--- src/rtl/core/mpl_ram.sv ---
module mpl_ram #(
  parameter int WIDTH = 8,
  parameter int DEPTH = 16,
  localparam int AW   = (DEPTH > 1) ? $clog2(DEPTH) : 1
) (
  input  logic             clk_i,
  input  logic             we_i,
  input  logic [AW-1:0]    waddr_i,
  input  logic [WIDTH-1:0] wdata_i,
  input  logic [AW-1:0]    raddr_i,
  output logic [WIDTH-1:0] rdata_o
);

  logic [WIDTH-1:0] mem [DEPTH];
  logic [WIDTH-1:0] rdata_q;

  always_ff @(posedge clk_i) begin
    if (we_i) begin
      mem[waddr_i] <= wdata_i;
    end
    rdata_q <= mem[raddr_i];
  end

  assign rdata_o = rdata_q;

endmodule

--- config.mk ---
export PLATFORM = sky130hd
export DESIGN_NAME = mpl_ram
export DESIGN_NICKNAME = d
export VERILOG_FILES = /design/src/rtl/core/mpl_ram.sv
export SDC_FILE = /design/constraint.sdc
export NUM_CORES = 1
export LEC_CHECK = 0
export ABC_AREA = 0
export BUFFER_PORTS_ARGS = -buffer_cell sky130_fd_sc_hd__buf_2
export CAP_MARGIN = 0
export CORE_ASPECT_RATIO = 1.75
export CORE_MARGIN = 3
export CORE_UTILIZATION = 45
export CTS_BUF_LIST = sky130_fd_sc_hd__clkbuf_8
export DETAILED_ROUTE_END_ITERATION = 16
export PLACE_DENSITY = 0.63
export SLEW_MARGIN = 20
export SYNTH_ARGS = -nofsm -noshare
export SYNTH_HDL_FRONTEND = slang
export SYNTH_SLANG_ARGS = --single-unit
--- constraint.sdc ---
create_clock -name clk_i -period 2.25 [get_ports clk_i]
set_input_delay 0.3375 -clock clk_i [delete_from_list [all_inputs] [get_ports clk_i]]
set_output_delay 0.3375 -clock clk_i [all_outputs]
set_load 0.01 [all_outputs]
### Word-level counts from Yosys, hierarchy flattened

Memories as Yosys holds them, arrays and structs flattened. A register that Yosys moved wholly into a read port is not among the register bits.
Index checks and enable logic that the tools add are counted.

| cells by class | value |
|---|---|
| add/sub/neg operators | 0 |
| $mul | 0 |
| divide/modulo/power cells | 0 |
| order comparisons | 0 |
| eq/ne operators | 0 |
| shift operators | 0 |
| multiplexer cells | 2 |
| bitwise gates (word level) | 0 |
| reductions and logical operators | 0 |

Operators with widths:

| operator | number |
|---|---|
| $mux W1 | 2 |

| word-level totals | value |
|---|---|
| bits in registers | 0 |
| bits in latches | 0 |
| bits in writable memories | 128 |
| bits in read-only memories | 0 |
| bits of input ports | 18 |
| output and inout port bits | 8 |
| memories kept | 1 |

Memory list:

| memory | words | width | read ports | clocked after memory_dff | wr ports | line | text |
|---|---|---|---|---|---|---|---|
| mem | 16 | 8 | 1 | 1 | 1 | 14 | `logic [WIDTH-1:0] mem [DEPTH];` |

### Depth between registers and ports, before layout

Gate-level depths: netlist of the first run.

| logic depth | value |
|---|---|
| depth in word-level cells | 2 |
| mapped depth | 5 |

### Worst setup path after synthesis of the first run

No wires, ideal clock.

| timing path | value |
|---|---|
| kind | input-to-reg |
| from | in waddr_i[2] |
| to | mem mem[0][0], enable pin |
| library setup time | 0.383 ns |
| arrival | 1.447 ns |
| data required time | 1.867 ns |
| slack | 0.420 ns |
| stages on the path | 2 |
| buffers on the path | 0 |
| path through | or3b_2 > nor3_1 |

RTL lines:

| element | line | text |
|---|---|---|
| start: declaration | 8 | `input logic [AW-1:0] waddr_i,` |
| end: declaration | 14 |  |

Straight into the memory's write port.

==> results of run 1 <==
==> worst min path at each step <==
stage | from | end | slack [ps]
after floorplan | wdata_i[0] | mem[0][0]$_DFFE_PP_ | 440
after global placement | mem[14][3]$_DFFE_PP_ | rdata_o[3]$_DFF_P_ | 650
after detailed placement | mem[14][3]$_DFFE_PP_ | rdata_o[3]$_DFF_P_ | 650
after CTS | wdata_i[1] | mem[5][1]$_DFFE_PP_ | 260
after global routing | wdata_i[0] | mem[7][0]$_DFFE_PP_ | 270
final | wdata_i[7] | mem[8][7]$_DFFE_PP_ | 290
==> kinds of logic (layout without fill, tap and decap cells) <==
kind of cell,Yosys count,after routing
flip-flops,136,136
AND/OR/NAND/NOR,35,35
multiplexers,32,32
buffers and inverters,10,76
AO/OA/AOI/OAI,16,16
==> layout make-up <==
type / instances / area (sq um) / area share [%]
clock buffers: 19 / 262 / 4.44
clock inverters: 13 / 115 / 1.95
multi-input cells: 83 / 1060 / 17.9
flip-flops and latches: 136 / 4000 / 67.9
well taps: 132 / 165 / 2.80
repair buffers: 44 / 293 / 4.97
==> power by group <==
part	switching [mW]	internal, mW
clock	0.847	1.01
sequential	0.0152	2.83
combinational	0.148	0.113
==> placed cells by master, fill, tap and decap left out <==
| master | count |
|---|---|
| buf_4 | 17 |
| clkbuf_8 | 19 |
| inv_1 | 4 |
| nor3_1 | 4 |
| nor2b_1 | 1 |
| a22oi_1 | 16 |
| edfxtp_1 | 128 |
| dfxtp_1 | 8 |
| or3b_2 | 1 |
| clkinv_2 | 5 |
| and2_1 | 1 |
| buf_12 | 2 |
| clkinvlp_4 | 2 |
| bufinv_16 | 2 |
| mux4_2 | 18 |
| nand2b_1 | 2 |
| nand2_1 | 9 |
| and2b_1 | 1 |
| nand3_1 | 1 |
| nor2_1 | 13 |
| mux4_1 | 14 |
| nand3b_1 | 2 |
| buf_2 | 25 |
==> worst max-delay path, delay by kind of cell, from the launching register on <==
kind / cells / cell delay [ps]
compound gates: 1 / 240
flops: 1 / 370
mux: 1 / 550
simple gates: 1 / 80
==> routing by layer <==
| layer | vias up | track usage, % | part of all wire, % |
|---|---|---|---|
| li1 | 1072 | - | - |
| met1 | 1264 | 17.9 | 36 |
| met5 | - | 0 | 0 |
| met4 | 0 | 6.55 | 1.7 |
| met3 | 15 | 5.08 | 4.2 |
| met2 | 65 | 29.6 | 58 |
==> through the flow <==
stage	instances	util (%)	cell area [sq um]	setup slack (ps)
2_1_floorplan	229	-	5150	420
3_3_place_gp	395	49.4	5520	496
3_5_place_dp	395	49.4	5520	482
4_1_cts	427	52.8	5900	913
5_1_grt	427	52.8	5900	851
6_report	427	52.8	5900	895
==> sequential cells by signal (all words and copies together), names as in the netlist <==
name and count:
mem 128, rdata_o 8
==> results by group, run 1 <==
Clock tree
  • Reg clk slew, reported paths: 70 ps
  • Clock Tree Root: clkbuf_8
  • Clock Latency Late Sink: 440 ps
  • Post-CTS setup buffer count: 0
  • H-tree Lvls: 4
  • CTS Sinks: around 140
  • TritonCTS Buffers: 17
  • CTS tree: yes
  • CTS Buffer Depth: 2
  • PostCTS Resize Cnt: 0
  • Post-CTS Hold Fix Bufs: 0

Setup path
  • Crit path largest cell delay: 550 ps
  • Worst Reg-to-Reg Cells: 3
  • Crit path capture: rdata_o[3]$_DFF_P_
  • Critical path's slowest cell: mux4_1
  • Setup crit start kind: flop
  • R2R Path End: rdata_o[3]$_DFF_P_
  • Reg2Reg Setup Slack: 890 ps
  • Critical Path Fanout Max: 1
  • WP data required: 2570 ps
  • CP Capture Type: flop
  • Start point of the critical path: mem[5][3]$_DFFE_PP_
  • CP Class: flop to flop
  • Worst r2r src: mem[5][3]$_DFFE_PP_
  • Arrival time at the worst endpoint: 1680 ps
  • CP cell instances: mux4_1 -> a22oi_1 -> nand2_1

Floorplan
  • Die Y: 147 um
  • Initial Util: around 46%
  • Placeable Area: 11,200 sq um
  • Die X: just under 90 um
  • Die area: 12,800 sq um
  • Ports: 26
  • Floorplan row count: 51

Synthesis
  • Asr flop ratio synth: 0%
  • Synth unique cells: 19
  • Compound-Gate Fraction of Synth Area: 2.33%
  • Post-synth EDFFs: 128
  • Mean Syn Cell Area: approximately 22 sq um
  • Register area share after synthesis: 77.8%
  • Synth warnings: 0
  • Share of the synthesized area in the top cell type: 74.7%
  • Main combinational cell family by area after synthesis: multiplexers
  • Most common flop cell mapped by yosys: edfxtp_1
  • Post-synthesis xor/xnor area fraction: 0%
  • Net Count, Synth: roughly 250
  • Synthesized instance count: 229
  • Mapped cell area: 5150 sq um
  • Simple-gate portion of the synthesized area: 3.18%
  • Most frequent cell after synthesis: edfxtp_1
  • Synth area leader: edfxtp_1
  • Mux cell area share after synthesis: between 10% and 20%
  • #FFs+latches synth: roughly 140
  • Area contributors post-synth: edfxtp_1, mux4_2, mux4_1
  • Post-Synth Adder-Cell Area: 0%
  • Most frequent cells after synthesis: edfxtp_1, mux4_2, a22oi_1

Placement
  • Final HPWL DP: between 6 and 7 mm
  • PortBufs: 25
  • GPL Wtd Cong: 0.743

Power
  • PwrDens: 843 nW/um^2
  • Total chip power: approximately 5.0 mW
  • Leak Pwr: 2.01 nW
  • Maximum VDD drop: 398 uV

Finish
  • Area Overhead vs Synth: 14.5%
  • Fill cells: 870
  • Share of layout cells above drive strength 1: 30.8%
  • N_diodes: 0
  • Final Net Count: 300

Timing
  • Slew @ Worst Pin: roughly 750 ps
  • Final hold violations: 0
  • Max Clock Freq: about 0.74 GHz
  • Worst clock skew: between 9 and 10 ps
  • Period utilization: 60.2%
  • Total negative setup slack: 0 ps
  • Max Slew Vio Count: 0
  • RSZ-0062 raised after global routing: no
  • WHS: 287 ps
  • Final setup viols: 0
  • Worst slew margin: 49.9%
  • Post-route minimum period: 1360 ps

Drt
  • Drt pass-1 iters: 4
  • Drt first-iter violations: 202
  • Antenna Nets Post-Route: 0
  • Via count: about 2,400
  • Average vias per placed instance: 5.66
  • Routed WL: 9.47 mm
  • DRC errors left: 0
  • Drt wl/cell: between 20 and 25 um

Hold path
  • Worst min-delay path category: input port to flop
  • Hold Crit Depth: 1

Flow run
  • Max-Cap Viols: 0

Global routing
  • Vias in the first global route: 2,604
  • Tot GR Track Use: 16.6%
  • Gr ovfl total: 0
  • First-pass GRT wire length: 15.0 mm
  • Initial antenna violation count: 0
  • Largest net degree at the start of global routing: 33

Status
  • Outcome: finished, final reports clean
(Power assumes the default switching activity.)
==> run 2, diff against run 1 <==
==> constraint.sdc (replaced) <==
create_clock -name clk_i -period 1.4 [get_ports clk_i]
set_input_delay 0.21 -clock clk_i [delete_from_list [all_inputs] [get_ports clk_i]]
set_output_delay 0.21 -clock clk_i [all_outputs]
set_load 0.01 [all_outputs]
==> run 2 against run 1 <==
  * First-iteration DRC count decreased by 22%
  * Global-route usage shrank 0.24 points
  * Die area did not move
  * Largest cell class unchanged
  * Highest routed layer unchanged
==> results by group, run 2 (synthesized netlist as in run 1, its figures left out) <==
Power
  • Gate power share: 5.8%
  • Clock Power Share: 35.8%
  • PwrDens: roughly 1300 nW/um^2
  • Maximum VDD drop: 647 uV
  • Sw power: 1.62 mW
  • Leak Pwr: 2.06 nW
  • Flop pwr share: 58.4%
  • Cell-internal power: 6.20 mW
  • Switching part of the total: 20.7%

Finish
  • Largest register FFs: 128
  • Area Overhead vs Synth: 16.4%
  • Reg area: 4000 sq um
  • Multi-input gate area: 1080 sq um
  • Most common cell after layout, fill and taps aside: edfxtp_1
  • Largest Register: mem
  • Share of layout cells above drive strength 1: 34.6%
  • Fill cells: 867
  • N_diodes: 0
  • Fin area: approximately 6000 sq um
  • Final Net Count: 311
  • Most frequent cells in the layout: edfxtp_1, buf_4, buf_2, clkbuf_8, mux4_2

Timing
  • Worst slew margin: ~47%
  • Max Clock Freq: 0.747 GHz
  • Total negative setup slack: 0 ps
  • Final hold violations: 0
  • Worst clock skew: 8.26 ps
  • Period utilization: approximately 96%
  • RSZ-0062 raised after global routing: no
  • Post-route minimum period: 1340 ps
  • Final WS setup: 61.9 ps
  • Final setup viols: 0
  • WHS: 161 ps
  • Max Slew Vio Count: 0
  • Slew @ Worst Pin: 799 ps

Clock tree
  • CTS Buffer Depth: 2
  • Reg clk slew, reported paths: 70 ps
  • TritonCTS Buffers: 17
  • CTS Sinks: 136
  • Post-CTS Hold Fix Bufs: 0
  • H-tree Lvls: 4
  • PostCTS Resize Cnt: 0
  • Clock Tree Root: clkbuf_8
  • Post-CTS setup buffer count: 0
  • CTS tree: yes
  • Clock Latency Late Sink: 430 ps

Floorplan
  • Initial Util: 46.1%
  • Die X: 86.9 um
  • Die area: 12,800 sq um
  • Floorplan row count: 51
  • Ports: 26
  • Placeable Area: 11,200 sq um
  • Die Y: 147 um

Global routing
  • Gr ovfl total: 0
  • GR met1 Demand/Resource: 17.5%
  • Largest net degree at the start of global routing: 21
  • GR Util met2: 30.1%
  • First-pass GRT wire length: 14.8 mm
  • Vias in the first global route: 2,639
  • GRT Max-Usage Layer: met2
  • Initial antenna violation count: 0
  • Tot GR Track Use: 16.4%
  • Met3 Usage GRT: 4.74%

Setup path
  • Reg2Reg Setup Slack: 60 ps
  • WP data required: ~1700 ps
  • Arrival time at the worst endpoint: 1660 ps
  • Setup crit start kind: flop
  • Critical Path Fanout Max: 1
  • CP Capture Type: flop
  • CP Class: flop to flop

Drt
  • Drt pass-1 iters: 4
  • Antenna Nets Post-Route: 0
  • Drt wl/cell: 22.0 um
  • Via count: 2,459
  • Average vias per placed instance: 5.61
  • Drt first-iter violations: 157
  • DRC errors left: 0
  • Routed WL: 9.64 mm

Placement
  • DP Area: 5630 sq um
  • GPL Wtd Cong: 0.783
  • Final HPWL DP: 6.65 mm
  • PortBufs: 25
  • Setup WS pre-CTS: -185 ps

Hold path
  • Worst min-delay path category: input port to flop

Flow run
  • Max-Cap Viols: 0

Status
  • Outcome: finished, final reports clean
-- run 2: cell types whose count changed in the layout (fill, tap and decap cells not counted), moves of 2 or more --
cell     delta
a22oi_2     +2
buf_4      +10
a22oi_1     -2
nor3_2      +3
nor3_1      -3
-- run 2: final timing paths --
kind,cells past startpoint,start,to
min,1,wdata_i[7],mem[7][7]$_DFFE_PP_
max reg2reg,3,mem[1][2]$_DFFE_PP_,rdata_o[2]$_DFF_P_
min reg2reg,3,mem[15][6]$_DFFE_PP_,rdata_o[6]$_DFF_P_
max,3,mem[1][2]$_DFFE_PP_,rdata_o[2]$_DFF_P_
-- run 2: cell type report --
| type | instances | area share (%) |
|---|---|---|
| Clock buffer | 19 | 4.36 |
| Multi-Input combinational cell | 83 | 18.1 |
| Tap cell | 132 | 2.76 |
| Timing Repair Buffer | 55 | 6.47 |
| Clock inverter | 13 | 1.52 |
| Sequential cell | 136 | 66.8 |
-- run 2: routing by layer --
layer / vias to the layer above / share of wire (%)
met3: 9 / 4.3
met5: - / 0
li1: 1097 / -
met2: 68 / 58
met4: 0 / 1.2
met1: 1285 / 36
-- run 2: power by group through the flow --
stage	clock [mW]	combinational, mW	sequential, mW
floorplan	0	0.232	4.67
finish	2.80	0.451	4.57
global route	3.03	0.490	4.58
global placement	0	0.445	4.66
detailed placement	0	0.457	4.66
CTS	2.88	0.458	4.57
-- run 2: critical path: stages (launching register included) --
cell and delay (ps):
edfxtp_1 360, mux4_1 510, a22oi_1 280, nand2_1 90
-- run 2: through the flow --
step	util, %	std cells	total power [mW]
floorplan	-	229	4.90
global placement	50.4	406	5.10
detailed placement	50.4	406	5.12
CTS	53.6	438	7.91
global route	53.7	438	8.10
finish	53.7	438	7.82
