## src/rtl/core/mpl_pkg.sv

```systemverilog
package mpl_pkg;

  localparam int CoordWidth      = 24;
  localparam int EpsShift        = 24;
  localparam int TolWidth        = 16;
  localparam int CountWidth      = 12;
  localparam int SlotWidth       = 11;
  localparam int CornerWidth     = 10;
  localparam int IndexWidth      = 11;
  localparam int DefMaxNodes     = 1024;
  localparam int DefMaxTriangles = 2048;
  localparam logic [TolWidth-1:0] TolReset = 16'd168;

  typedef enum logic [1:0] {
    KIND_NODE     = 2'd0,
    KIND_TRIANGLE = 2'd1,
    KIND_LOCATE   = 2'd2,
    KIND_NONE     = 2'd3
  } kind_e;

  typedef enum logic {
    REG_COUNT     = 1'b0,
    REG_TOLERANCE = 1'b1
  } reg_e;

  typedef enum logic [3:0] {
    ST_IDLE,
    ST_TRI,
    ST_C0,
    ST_C1,
    ST_C2,
    ST_DIFF,
    ST_MUL,
    ST_CROSS,
    ST_NORM,
    ST_TOL,
    ST_TEST,
    ST_RES
  } state_e;

  typedef struct packed {
    kind_e                         kind;
    logic [SlotWidth-1:0]          slot;
    logic signed [CoordWidth-1:0]  coord_x;
    logic signed [CoordWidth-1:0]  coord_y;
    logic [CornerWidth-1:0]        corner_first;
    logic [CornerWidth-1:0]        corner_second;
    logic [CornerWidth-1:0]        corner_third;
  } in_t;

  typedef struct packed {
    logic                  found;
    logic [IndexWidth-1:0] hit_index;
  } out_t;

  typedef struct packed {
    logic signed [CoordWidth-1:0] px;
    logic signed [CoordWidth-1:0] py;
  } qry_t;

  typedef struct packed {
    logic valid;
    qry_t qry;
  } front_ctl_t;

  typedef struct packed {
    logic busy;
    logic pop;
  } back_ctl_t;

endpackage

```

## src/rtl/core/mpl_front.sv

```systemverilog
module mpl_front #(
  parameter int MAX_NODES     = mpl_pkg::DefMaxNodes,
  parameter int MAX_TRIANGLES = mpl_pkg::DefMaxTriangles,
  localparam int NAW = (MAX_NODES > 1) ? $clog2(MAX_NODES) : 1,
  localparam int TAW = (MAX_TRIANGLES > 1) ? $clog2(MAX_TRIANGLES) : 1
) (
  input  logic                  clk_i,
  input  logic                  rst_ni,
  input  logic                  in_valid_i,
  output logic                  in_stall_o,
  input  mpl_pkg::in_t          in_data_i,
  output logic                  node_we_o,
  output logic [NAW-1:0]        node_waddr_o,
  output logic [2*mpl_pkg::CoordWidth-1:0] node_wdata_o,
  output logic                  tri_we_o,
  output logic [TAW-1:0]        tri_waddr_o,
  output logic [3*NAW-1:0]      tri_wdata_o,
  output mpl_pkg::front_ctl_t   front_o,
  input  mpl_pkg::back_ctl_t    back_i
);

  localparam int unsigned Recip = (32'd1 << 20) / MAX_NODES;

  function automatic logic [NAW-1:0] corner_mod(input logic [mpl_pkg::CornerWidth-1:0] v);
    logic [31:0] prod;
    logic [31:0] rem;
    prod = 32'(v) * Recip;
    rem  = 32'(v) - (32'(prod[31:20]) * MAX_NODES);
    if (rem >= MAX_NODES) begin
      rem = rem - MAX_NODES;
    end
    return NAW'(rem);
  endfunction

  mpl_pkg::qry_t fifo_q [2];
  logic          wptr_q, wptr_d, rptr_q, rptr_d;
  logic [1:0]    cnt_q, cnt_d;
  logic          accept, push, empty, full;

  assign empty = (cnt_q == 2'd0);
  assign full  = (cnt_q == 2'd2);

  always_comb begin
    case (in_data_i.kind)
      mpl_pkg::KIND_LOCATE:   in_stall_o = full;
      mpl_pkg::KIND_NODE:     in_stall_o = !empty || back_i.busy;
      mpl_pkg::KIND_TRIANGLE: in_stall_o = !empty || back_i.busy;
      default:                in_stall_o = 1'b0;
    endcase
  end

  assign accept = in_valid_i && !in_stall_o;
  assign push   = accept && (in_data_i.kind == mpl_pkg::KIND_LOCATE);

  assign node_we_o    = accept && (in_data_i.kind == mpl_pkg::KIND_NODE) &&
                        (32'(in_data_i.slot) < MAX_NODES);
  assign node_waddr_o = NAW'(in_data_i.slot);
  assign node_wdata_o = {in_data_i.coord_x, in_data_i.coord_y};
  assign tri_we_o     = accept && (in_data_i.kind == mpl_pkg::KIND_TRIANGLE) &&
                        (32'(in_data_i.slot) < MAX_TRIANGLES);
  assign tri_waddr_o  = TAW'(in_data_i.slot);
  assign tri_wdata_o  = {corner_mod(in_data_i.corner_first),
                         corner_mod(in_data_i.corner_second),
                         corner_mod(in_data_i.corner_third)};

  always_comb begin
    wptr_d = wptr_q;
    rptr_d = rptr_q;
    cnt_d  = cnt_q;
    if (push) begin
      wptr_d = !wptr_q;
    end
    if (back_i.pop) begin
      rptr_d = !rptr_q;
    end
    case ({push, back_i.pop})
      2'b10:   cnt_d = cnt_q + 2'd1;
      2'b01:   cnt_d = cnt_q - 2'd1;
      default: cnt_d = cnt_q;
    endcase
  end

  always_ff @(posedge clk_i or negedge rst_ni) begin
    if (!rst_ni) begin
      wptr_q <= 1'b0;
      rptr_q <= 1'b0;
      cnt_q  <= 2'd0;
    end else begin
      wptr_q <= wptr_d;
      rptr_q <= rptr_d;
      cnt_q  <= cnt_d;
    end
  end

  always_ff @(posedge clk_i) begin
    if (push) begin
      fifo_q[wptr_q] <= '{px: in_data_i.coord_x, py: in_data_i.coord_y};
    end
  end

  assign front_o.valid = !empty;
  assign front_o.qry   = fifo_q[rptr_q];

  assert property (@(posedge clk_i) disable iff (!rst_ni) back_i.pop |-> !empty)
    else $error("query pop from empty queue");
  assert property (@(posedge clk_i) disable iff (!rst_ni)
    (node_we_o || tri_we_o) |-> (empty && !back_i.busy))
    else $error("store write during a scan");
  assert property (@(posedge clk_i) disable iff (!rst_ni) full |-> !push)
    else $error("query queue overflow");

endmodule

```

## config.mk

```make
export PLATFORM = sky130hd
export DESIGN_NAME = mpl_front
export DESIGN_NICKNAME = d
export VERILOG_FILES = /design/src/rtl/core/mpl_pkg.sv /design/src/rtl/core/mpl_front.sv
export SDC_FILE = /design/constraint.sdc
export NUM_CORES = 1
export LEC_CHECK = 0
export BUFFER_PORTS_ARGS = -buffer_cell sky130_fd_sc_hd__buf_2
export CAP_MARGIN = 0
export CORE_UTILIZATION = 45
export DETAILED_ROUTE_END_ITERATION = 7
export PLACE_DENSITY = 0.9
export SLEW_MARGIN = 10
export SYNTH_ARGS = -nofsm -noshare
export SYNTH_HDL_FRONTEND = slang
export SYNTH_SLANG_ARGS = --single-unit
```

## constraint.sdc

```tcl
create_clock -name clk_i -period 4 [get_ports clk_i]
set_input_delay 0.8 -clock clk_i [delete_from_list [all_inputs] [get_ports clk_i]]
set_output_delay 0.8 -clock clk_i [all_outputs]
set_load 0.05 [all_outputs]
```

## Yosys cells after proc, flatten, opt, wreduce, memory -nomap -nowiden

Memory sizes are Yosys's and may differ from the RTL's.
Index checks and enable logic that the tools add are counted.

- Bits in latches: 0
- Memories kept: 1
- Memory bits (writable): 96
- Output and inout port bits: 151
- Memory bits (read-only): 0
- Word-level logic and storage cells: 39
- Flip-flop bits (word level): 4

Memory list:

| name | depth | bits a word | read ports | clocked after Yosys merged registers in | write ports | line | source |
|---|---|---|---|---|---|---|---|
| fifo_q | 2 | 48 | 1 | 0 | 1 | mpl_front.sv:35 | `mpl_pkg::qry_t fifo_q [2];` |

- Reduce and logical (&&, ||, !) cells: 14
- Mux-type cells: 7
- Multipliers: 0
- Shift-type cells: 0
- Add/subtract/negate cells: 5
- Bitwise logic cells: 0
- Div/mod/pow operators: 0
- Equality and inequality tests: 5
- $lt $le $gt $ge: 4

Operators with widths:

| operator | number |
|---|---|
| >= comparator 10 x 11 -> 1 bit (second input constant) | 3 |
| two-way mux 10 bit | 3 |
| subtractor 10 x 1 -> 10 bit (second input constant) | 3 |
| less-than comparator 11 bit (second input constant) | 1 |
| equality test 2 bit (second input constant) | 3 |
| logical AND 1 bit | 5 |
| equality test 2 x 1 -> 1 bit (second input constant) | 2 |
| logical NOT 1 bit | 4 |
| logical NOT 2 bit | 2 |
| one-hot mux 2 bit (2 select lines) | 1 |
| adder 2 x 1 -> 2 bit (second input constant) | 1 |
| two-way mux 1 bit | 2 |
| one-hot mux 1 bit (2 select lines) | 1 |
| nonzero test 2 bit | 1 |
| OR reduction 2 bit | 1 |
| subtractor 2 x 1 -> 2 bit (second input constant) | 1 |
| logical OR 1 bit | 1 |

## Logic depth before layout (Yosys ltp)

Gate-level depths: netlist (run 1).

- Word-level depth: 9
- Depth in mapped cells: 7
- Depth with buffers taken out: 6

## Worst setup path before layout (run 1)

Ideal clock, no wire load.

- Path type: input -> register
- Start: input in_data_i[89] (netlist bit)
- End: memory fifo_q[0][0] (netlist bit), enable pin
- Slack: 0.463 ns
- Buffers on the path: 0
- Library setup time: 0.454 ns
- Arrival time: 3.083 ns
- Cell stages on the path: 2
- Cells stage by stage: nand4b_2 -> nor2_1

- Cells in the longest elaborated chain, start to end: 8
- Elaborated cells between the ends (all ways): 10
- Those cells by class: eq/ne: 2; mux: 3; reduce/logical: 5

Ends and longest elaborated chain:

| what | line | source |
|---|---|---|
| start, declared | mpl_front.sv:11 | `input mpl_pkg::in_t in_data_i,` |
| equality test 2 x 1 -> 1 bit / logical NOT 2 bit (equally long branches) | mpl_front.sv:44 | `case (in_data_i.kind)` |
| OR reduction 2 bit (no line) | - |  |
| one-hot mux 1 bit (2 select lines) | mpl_front.sv:44 |  |
| logical NOT 1 bit | mpl_front.sv:52 | `assign accept = in_valid_i && !in_stall_o;` |
| logical AND 1 bit | mpl_front.sv:52 |  |
| logical AND 1 bit * | mpl_front.sv:53 | `assign push = accept && (in_data_i.kind == mpl_pkg::KIND_LOCATE);` |
| two-way mux 1 bit * | mpl_front.sv:96 | `if (push) begin` |
| two-way mux 1 bit (implied by the code) * | mpl_front.sv:97 | `fifo_q[wptr_q] <= '{px: in_data_i.coord_x, py: in_data_i.coord_y};` |
| end, declared | mpl_front.sv:35 |  |

Mark *: on every way between the ends. The rest lies on a longest branch, timed or not.

==> metrics.txt, run 1 <==
Max Root-Sink Buffers 2; first-pass GRT wire length roughly 11000 um; clk_lat worst skew 0.36 ns; Max VDD drop approximately 290 uV; Final Max Slew Viols 0; GPL Wtd Cong 0.7519; non-filler cells, final 476; final setup vio count 0; clock skew between 0.015 and 0.02 ns; Warnings, synthesis 0; Wirelength per Cell 16.31 um; post-synth cell types 20; antenna diode instance count 0; status finished clean; top area cells in the synthesized netlist edfxtp_1, buf_4, mux2_2; final hold violation count 0; CTS Sinks 100; placed insts 460; initial drt markers 43; final setup TNS 0 ns; routed vias 2255; largest net degree at the start of global routing 50; Final min period between 2 and 3 ns; critical path arrival 2.17 ns; Worst-path clk slew 0.09 ns; worst r2r src cnt_q[0]; Slew HR 0.2209; CTS tree done; H-Tree Depth 3; Setup crit end kind primary output; share of cells above drive strength 1 0.6618; R2R depth 4; IO buf count 156; post-route clock period utilization 0.7419; num rows 36; register area share after synthesis 0.6626; number of detailed-route iterations in the first pass 4; nets@finish 435; Syn Area/Cell approximately 16 sq um; most frequent cells in the layout buf_2, edfxtp_1, mux2_2; HPWL Detailed 5434 um; critical path fanouts, max 49; total CTS buffers 9; initial antenna violation count 0; DRC 0; fin util 0.5008; final WL 7764 um; kind of critical path reg2out; Startpoint Class flip-flop; Hold/Removal Path Class in2async; min setup slack post-route 1.032 ns; top cell type's share of synthesized area 0.6404; M3 GR Usage 0.03899; FF-to-FF setup slack between 1.5 and 2 ns; GR Overflow Total 0; syn nets 371; CTS Root Cell clkbuf_8; worst path required time 3.20 ns; Synth area leader edfxtp_1; Post-CTS Hold Buffers 0; Area Overhead vs Synth 8.227%; die area around 10000 sq um; Total Routing Usage GR 0.1454; Pwr Density 663.8 nW/um^2; Final ANT Viol Nets 0; worst-margin pin slew 1.169 ns; Resize count post-CTS 0; Post-Place Worst Slack 1.355 ns; Setup Fix Bufs, Post-CTS 0; Lkg Pwr slightly below 2 nW; worst r2r dst fifo_q[1][4]; GRT busiest layer met2; Yosys reg bits 100; Ports 247; vias per cell 4.737; met2 Track Usage GR 0.2623; vias in the first global route 2078; unrepaired setup endpoints after global routing false; DIE WIDTH around 100 um; Max Cap Viol 0; met1 Use GR 0.1470; most common cell after layout, fill and taps aside buf_2; Synth Cell Area approximately 4500 sq um; Die H around 100 um; Syn Inst Count 274; initial core utilization 0.4627; core area 9729 sq um; FMAX between 0.3 and 0.4 GHz
per-layer routing:
layer | up-vias | routed length, um
li1 | 1004 | -
met1 | 1097 | 2907
met4 | 0 | 336
met2 | 118 | 4045
met3 | 36 | 475
met5 | - | 0
logic make-up after synthesis:
group	share of synthesized area
AND/OR/NAND/NOR	0.01501
adder cells (fa/ha/maj)	0.002779
multiplexers	0.1284
flip-flops	0.6626
buffers and inverters	0.1793
XOR/XNOR	0.009729
AO/OA/AOI/OAI	0.002224
cell usage after synthesis (all sizes together):
cell type / n
inv: 1
nand4b: 1
xor2: 2
dfrtp: 4
nand2b: 1
nor4: 1
mux2: 48
or2: 1
edfxtp: 96
o21ai: 2
buf: 105
xnor2: 3
nor3: 1
nand2: 2
ha: 1
and3: 1
nor2: 4
how the worst max path moves through the flow:
stage	from	endpoint	depth (start not counted)
floorplan	in_data_i[89]	fifo_q[0][0]	2
global placement	rptr_q	front_o[0]	2
detailed placement	in_data_i[89]	fifo_q[1][9]	4
CTS	rptr_q	front_o[0]	2
global route	rptr_q	front_o[30]	2
finish	rptr_q	front_o[0]	2
critical path, stage by stage, from the launching register on:
cell     delay (ns)
dfrtp_2        1.15
mux2_2         0.45
buf_2          0.22
final cells by class:
type                    count  area [sq um]
repair buffers            158         795.8
clock inverters             7         71.32
clock buffers               9         123.9
well taps                 133         166.4
flip-flops and latches    100          2984
fillers                   845          4857
inverters                   1         3.754
multi-input cells          68         726.9
where the power goes:
group          internal [mW]  switching, mW  total (mW)
registers               1.24          0.141        1.38
logic                  0.388          0.856        1.24
clock network          0.241          0.369       0.610
sequential cells by signal, summed over array words and instances, names as in the netlist:
signal  flops
cnt_q       2
fifo_q     96
rptr_q      1
wptr_q      1
through the flow:
step	hold WS [ns]	area, sq um	power (mW)
4_1_cts	0.2251	4872	3.275
5_1_grt	0.2201	4872	3.368
3_3_place_gp	0.5300	4677	2.635
3_5_place_dp	0.5386	4677	2.660
6_report	0.2421	4872	3.234
2_1_floorplan	0.4680	4502	2.603
Power figures use the tool's default switching activity.
==> inputs of run 2 (changes only) <==
Settings changed: CORE_UTILIZATION 45 to 40, PLACE_DENSITY 0.9 to 0.85.
Clock period 4 ns to 2.7 ns, I/O delays scaled along.
==> metrics.txt, run 2 (synthesis results as in run 1) <==
Ports 247 (unchanged); max reg flops 96 (unchanged); placed insts 469 (was 460); Pwr Density 980.4 nW/um^2 (was 663.8 nW/um^2); Startpoint Class flip-flop (unchanged); Worst-path clk slew 0.10 ns (was 0.09 ns); initial core utilization 0.4135 (was 0.4627); GPL Wtd Cong 0.6800 (was 0.7519); die area 11680 sq um (was 10410 sq um); Multi-input gate area 726.9 sq um (unchanged); final WL 7406 um (was 7764 um); CTS Sinks 100 (unchanged); fin util 0.4529 (was 0.5008); final hold violation count 0 (unchanged); num rows 38 (was 36); number of detailed-route iterations in the first pass 3 (was 4); clk_lat worst skew 0.36 ns (about the same); Largest regs fifo_q: 96 flops, cnt_q: 2 flops (unchanged); largest net degree at the start of global routing 41 (was 50); critical-path cell list buf_4 > mux2_2 > buf_2 (was mux2_2 > buf_2); Max Cap Viol 0 (unchanged); Biggest register fifo_q (unchanged); Resize count post-CTS 0 (unchanged); Wirelength per Cell 15.24 um (was 16.31 um); Stages on worst setup path 3 (was 2); worst path required time 2.16 ns (was 3.20 ns); R2R depth 4 (unchanged); initial drt markers 53 (was 43); critical path fanouts, max 28 (was 49); fillcell total 947 (was 845); worst-margin pin slew 0.4130 ns (was 1.169 ns); CTS tree done (unchanged); most frequent cells in the layout buf_2, edfxtp_1, mux2_2 (unchanged); non-filler cells, final 486 (was 476); share of cells above drive strength 1 0.6618 (about the same); critical path arrival 1.71 ns (was 2.17 ns); DRC 0 (unchanged); first-pass GRT wire length 10900 um (was 10850 um); DIE WIDTH 108.1 um (was 102.0 um); Total Routing Usage GR 0.1301 (was 0.1454); unrepaired setup endpoints after global routing false (unchanged); CTS Root Cell clkbuf_8 (unchanged); vias per cell 4.543 (was 4.737); initial antenna violation count 0 (unchanged); nets@finish 438 (was 435); most common cell after layout, fill and taps aside buf_2 (unchanged); vias in the first global route 2150 (was 2078); Slowest-stage cell, CP mux2_2 (was dfrtp_2); status finished clean (unchanged); Post-CTS Hold Buffers 1 (was 0); Lkg Pwr 1.957 nW (was 1.929 nW); WP buf/inv 2 (was 1); clock skew 0.01147 ns (was 0.01814 ns); kind of critical path reg2out (unchanged); Final min period 2.251 ns; Setup crit end kind primary output (unchanged); antenna diode instance count 0 (unchanged); FMAX between 0.4 and 0.5 GHz; hold path depth 1; IO buf count 156 (unchanged); final setup vio count 0 (unchanged); total CTS buffers 9 (unchanged); core area 10890 sq um (was 9729 sq um); CP peak stage delay 0.40 ns (was 1.15 ns); Max VDD drop 579.4 uV (was 289.9 uV); Final Max Slew Viols 0 (unchanged); Max Root-Sink Buffers 2 (unchanged); cell family contributing the most delay on the critical path buffers and inverters (was flip-flops); Area Overhead vs Synth 9.533% (was 8.227%); HPWL Detailed 5320 um (was 5434 um); Setup Fix Bufs, Post-CTS 0 (unchanged); final setup TNS 0 ns (unchanged); GR Overflow Total 0 (unchanged); H-Tree Depth 3 (unchanged); Hold/Removal Path Class in2reg (was in2async); Sequential Area 2984 sq um (unchanged); post-route clock period utilization 0.8339; Slew HR 0.7246 (was 0.2209); Die H 108.1 um (was 102.0 um); routed vias 2208 (was 2255); Final ANT Viol Nets 0 (unchanged)
run 2: worst reg2reg max path: cells and delay by family (launching register included):
kind          cells  cell delay, ns
buf+inv           1            0.30
flops             1            0.46
simple gates      3            0.73
run 2: layout make-up:
cell class / count / share of cell area
clock buffer: 9 / 0.02512
clock inverter: 7 / 0.01446
inverter: 1 / 0.0007612
multi-input combinational: 68 / 0.1474
sequential: 100 / 0.6052
tap: 140 / 0.03552
timing repair buffer: 161 / 0.1715
run 2: path summary, 6_finish.rpt:
path	from	slack, ns	end
setup / recovery	rptr_q	0.45	front_o[23]
hold / removal	in_data_i[44]	0.38	fifo_q[1][14]
setup reg to reg	cnt_q[0]	0.90	fifo_q[0][13]
hold reg to reg	cnt_q[1]	0.55	cnt_q[1]
max in group asynchronous	rst_ni	2.06	rptr_q
min in group asynchronous	rst_ni	0.51	rptr_q
run 2: routing by layer:
| layer | global-route usage | wire length [um] | vias to the layer above |
|---|---|---|---|
| met1 | 0.1237 | 2722 | 1042 |
| met5 | 0 | 0 | - |
| met4 | 0.1252 | 519 | 0 |
| li1 | - | - | 1012 |
| met3 | 0.04099 | 499 | 30 |
| met2 | 0.2202 | 3664 | 124 |
run 2: report_power, final:
part           internal [mW]  total, mW  leakage (nW)  switching [mW]
sequential              1.84       1.89         0.915          0.0572
combinational          0.588       2.01         0.937            1.42
clock                  0.433      0.930         0.104           0.496
total                   2.86       4.83          1.96            1.98
run 2: through the flow:
step | hold WS [ns] | power (mW) | worst slack (ns) | instance area (sq um)
floorplan | 0.2444 | 3.856 | -0.5770 | 4502
global placement | 0.3538 | 3.938 | 0.6777 | 4726
detailed placement | 0.3582 | 3.963 | 0.6077 | 4726
CTS | 0.3470 | 4.902 | 0.4102 | 4931
global route | 0.3458 | 5.047 | 0.3628 | 4931
finish | 0.3753 | 4.834 | 0.4485 | 4931
==> inputs of run 3 (changes only) <==
Settings changed: ABC_AREA set to 1.
Clock period 2.7 ns to 1.85 ns, I/O delays scaled along.
==> metrics.txt, run 3 <==
Post-Place Worst Slack 0.04820 ns (was 0.6077 ns); initial drt markers 33 (was 53); Ports 247 (unchanged); routed vias 2352 (was 2208); register area share after synthesis 0.6620 (was 0.6626); Comb power frac 0.490 (was 0.416); nets@finish 462 (was 438); top cell type's share of synthesized area 0.6398 (was 0.6404); Synth area leader edfxtp_1 (unchanged); Biggest register fifo_q (unchanged); CP peak stage delay 0.45 ns (was 0.40 ns); Final ANT Viol Nets 0 (unchanged); most used flip-flop cell after synthesis edfxtp_1 (unchanged); clk_lat worst skew 0.36 ns (about the same); initial core utilization 0.4138 (was 0.4135); die area 11690 sq um (was 11680 sq um); Max VDD drop 722.0 uV (was 579.4 uV); CTS Sinks 100 (unchanged); final setup vio count 36 (was 0); largest net degree at the start of global routing 30 (was 41); worst-margin pin slew 0.2563 ns (was 0.4130 ns); Syn Inst Count 284 (was 274); Setup crit end kind primary output (unchanged); Final Cell Area 5579 sq um (was 4931 sq um); clock skew 0.01237 ns (was 0.01147 ns); post-synth cell types 17 (was 20); Slowest-stage cell, CP dfrtp_2 (was mux2_2); Syn Area/Cell 15.86 sq um (was 16.43 sq um); Total Routing Usage GR 0.1359 (was 0.1301); DIE WIDTH 108.1 um (about the same); violated checks setup timing; GPL Wtd Cong 0.7241 (was 0.6800); critical-path cell list buf_12 > clkbuf_16 > mux2_4 > buf_8 (was buf_4 > mux2_2 > buf_2); CTS tree done (unchanged); most frequent cells in the layout buf_2, edfxtp_1, buf_6 (was buf_2, edfxtp_1, mux2_2); dpl cell area 4817 sq um (was 4726 sq um); Warnings, synthesis 0 (unchanged); Pint 4.736 mW (was 2.858 mW); unrepaired setup endpoints after global routing true (was false); Net Sw Power 3.024 mW (was 1.976 mW); FMAX approximately 0.52 GHz; share of cells above drive strength 1 0.6694 (was 0.6618); Synth Cell Area 4506 sq um (was 4502 sq um); clock group share of total power 0.165 (was 0.192); Area Overhead vs Synth 23.83% (was 9.533%); core area 10890 sq um (unchanged); GR Overflow Total 0 (unchanged); final WL 8250 um (was 7406 um); HPWL Detailed 5332 um (was 5320 um); num rows 38 (unchanged); total CTS buffers 9 (unchanged); number of detailed-route iterations in the first pass 4 (was 3); Max Root-Sink Buffers 2 (unchanged); Max Cap Viol 0 (unchanged); IO buf count 156 (unchanged); Wirelength per Cell 16.21 um (was 15.24 um); most common cell after layout, fill and taps aside buf_2 (unchanged); first-pass GRT wire length 11590 um (was 10900 um); DRC 0 (unchanged); initial antenna violation count 0 (unchanged); H-Tree Depth 3 (unchanged); vias in the first global route 2287 (was 2150); Seq pwr share 0.345 (was 0.392); R2R depth 8 (was 4); max reg flops 96 (unchanged); Hold/Removal Path Class in2reg (unchanged); most frequent cell after synthesis buf_4 (unchanged); final hold violation count 0 (unchanged); CTS Root Cell clkbuf_8 (unchanged); Pwr Density 1391 nW/um^2 (was 980.4 nW/um^2); Worst-path clk slew 0.11 ns (was 0.10 ns); Final min period slightly below 2 ns; kind of critical path reg2out (unchanged); Die H 108.1 um (about the same); syn nets 381 (was 371); status complete, but fails checks (was finished clean); critical path fanouts, max 6 (was 28); Startpoint Class flip-flop (unchanged); Post-synth top cells buf_4, edfxtp_1, mux2_2 (unchanged); Lkg Pwr 2.274 nW (was 1.957 nW); top area cells in the synthesized netlist edfxtp_1, buf_4, mux2_2 (unchanged); critical path arrival 1.57 ns (was 1.71 ns); worst path required time 1.48 ns (was 2.16 ns); min setup slack post-route -0.08646 ns (was 0.4485 ns); Net Sw Frac 0.3897 (was 0.4088); async set or reset register ratio after synthesis 0.04000 (unchanged); Slew HR 0.8303 (was 0.7246); vias per cell 4.621 (was 4.543); EDFF count, synth 96 (unchanged); antenna diode instance count 0 (unchanged); Yosys reg bits 100 (unchanged); hold path depth 1 (unchanged); post-route clock period utilization 1.047; Largest regs fifo_q: 96 flops, cnt_q: 2 flops (unchanged); Final Max Slew Viols 0 (unchanged)
[run 3: power by group through the flow]
stage / logic (mW) / clock network (mW) / registers (mW)
after floorplan: 2.67 / 0 / 2.71
after global placement: 2.83 / 0 / 2.73
after detailed placement: 2.84 / 0 / 2.73
after CTS: 3.58 / 1.34 / 2.68
after global routing: 3.95 / 1.42 / 2.69
final: 3.80 / 1.28 / 2.68
[run 3: repair_timing]
item / 4_1_cts / 5_1_grt
setup buffers: 5 / 3
hold buffers: 1 / 0
resized for setup: 112 / 20
gates cloned: 1 / 2
pin swaps: 2 / 2
hold endpoints to repair: 4 / 0
setup endpoints to repair: 50 / 52
[run 3: layout make-up]
| type | instances | area [sq um] |
|---|---|---|
| clock inverters | 6 | 62.56 |
| well taps | 140 | 175.2 |
| clock buffers | 9 | 123.9 |
| multi-input cells | 72 | 805.8 |
| fillers | 887 | 5309 |
| repair buffers | 174 | 1391 |
| flip-flops and latches | 100 | 2984 |
| inverters | 8 | 36.28 |
[run 3: worst max-delay path, delay by kind of cell (launching register included)]
kind | cells | cell delay, ns
buf+inv | 3 | 0.46
mux | 1 | 0.30
flops | 1 | 0.45
[run 3: path summary, 6_finish.rpt]
kind / startpoint / endpoint / slack (ns)
max: rptr_q / front_o[10] / -0.09
min: in_data_i[58] / fifo_q[1][28] / 0.20
max reg2reg: cnt_q[0] / cnt_q[1] / 0.08
min reg2reg: wptr_q / wptr_q / 0.51
max in group asynchronous: rst_ni / rptr_q / 1.36
min in group asynchronous: rst_ni / cnt_q[0] / 0.35
[run 3: metrics by stage]
step / instances / power [mW] / hold WS, ns / utilization / TNS (ns)
floorplan: 284 / 5.387 / 0.07441 / - / -9.401
global placement: 482 / 5.552 / 0.1810 / 0.4424 / 0
detailed placement: 482 / 5.575 / 0.1880 / 0.4424 / 0
CTS: 504 / 7.592 / 0.1743 / 0.5002 / -3.539
global route: 509 / 8.064 / 0.1745 / 0.5124 / -5.016
finish: 509 / 7.760 / 0.2015 / 0.5124 / -2.033
[run 3: logic make-up after synthesis]
family,count (synthesis),share of synthesized area
AO/OA/AOI/OAI,2,0.002219
XOR/XNOR,3,0.005833
adder cells (fa/ha/maj),1,0.002777
buffers and inverters,112,0.1824
flip-flops,100,0.6620
multiplexers,48,0.1283
AND/OR/NAND/NOR,18,0.01638
[run 3: layer usage]
metal / part of all wire / up-vias / routed length (um) / track usage
li1: - / 1063 / - / -
met5: 0 / - / 0 / 0
met4: 0.037 / 0 / 304 / 0.09393
met3: 0.081 / 29 / 665 / 0.04039
met2: 0.51 / 139 / 4199 / 0.2316
met1: 0.37 / 1121 / 3081 / 0.1443
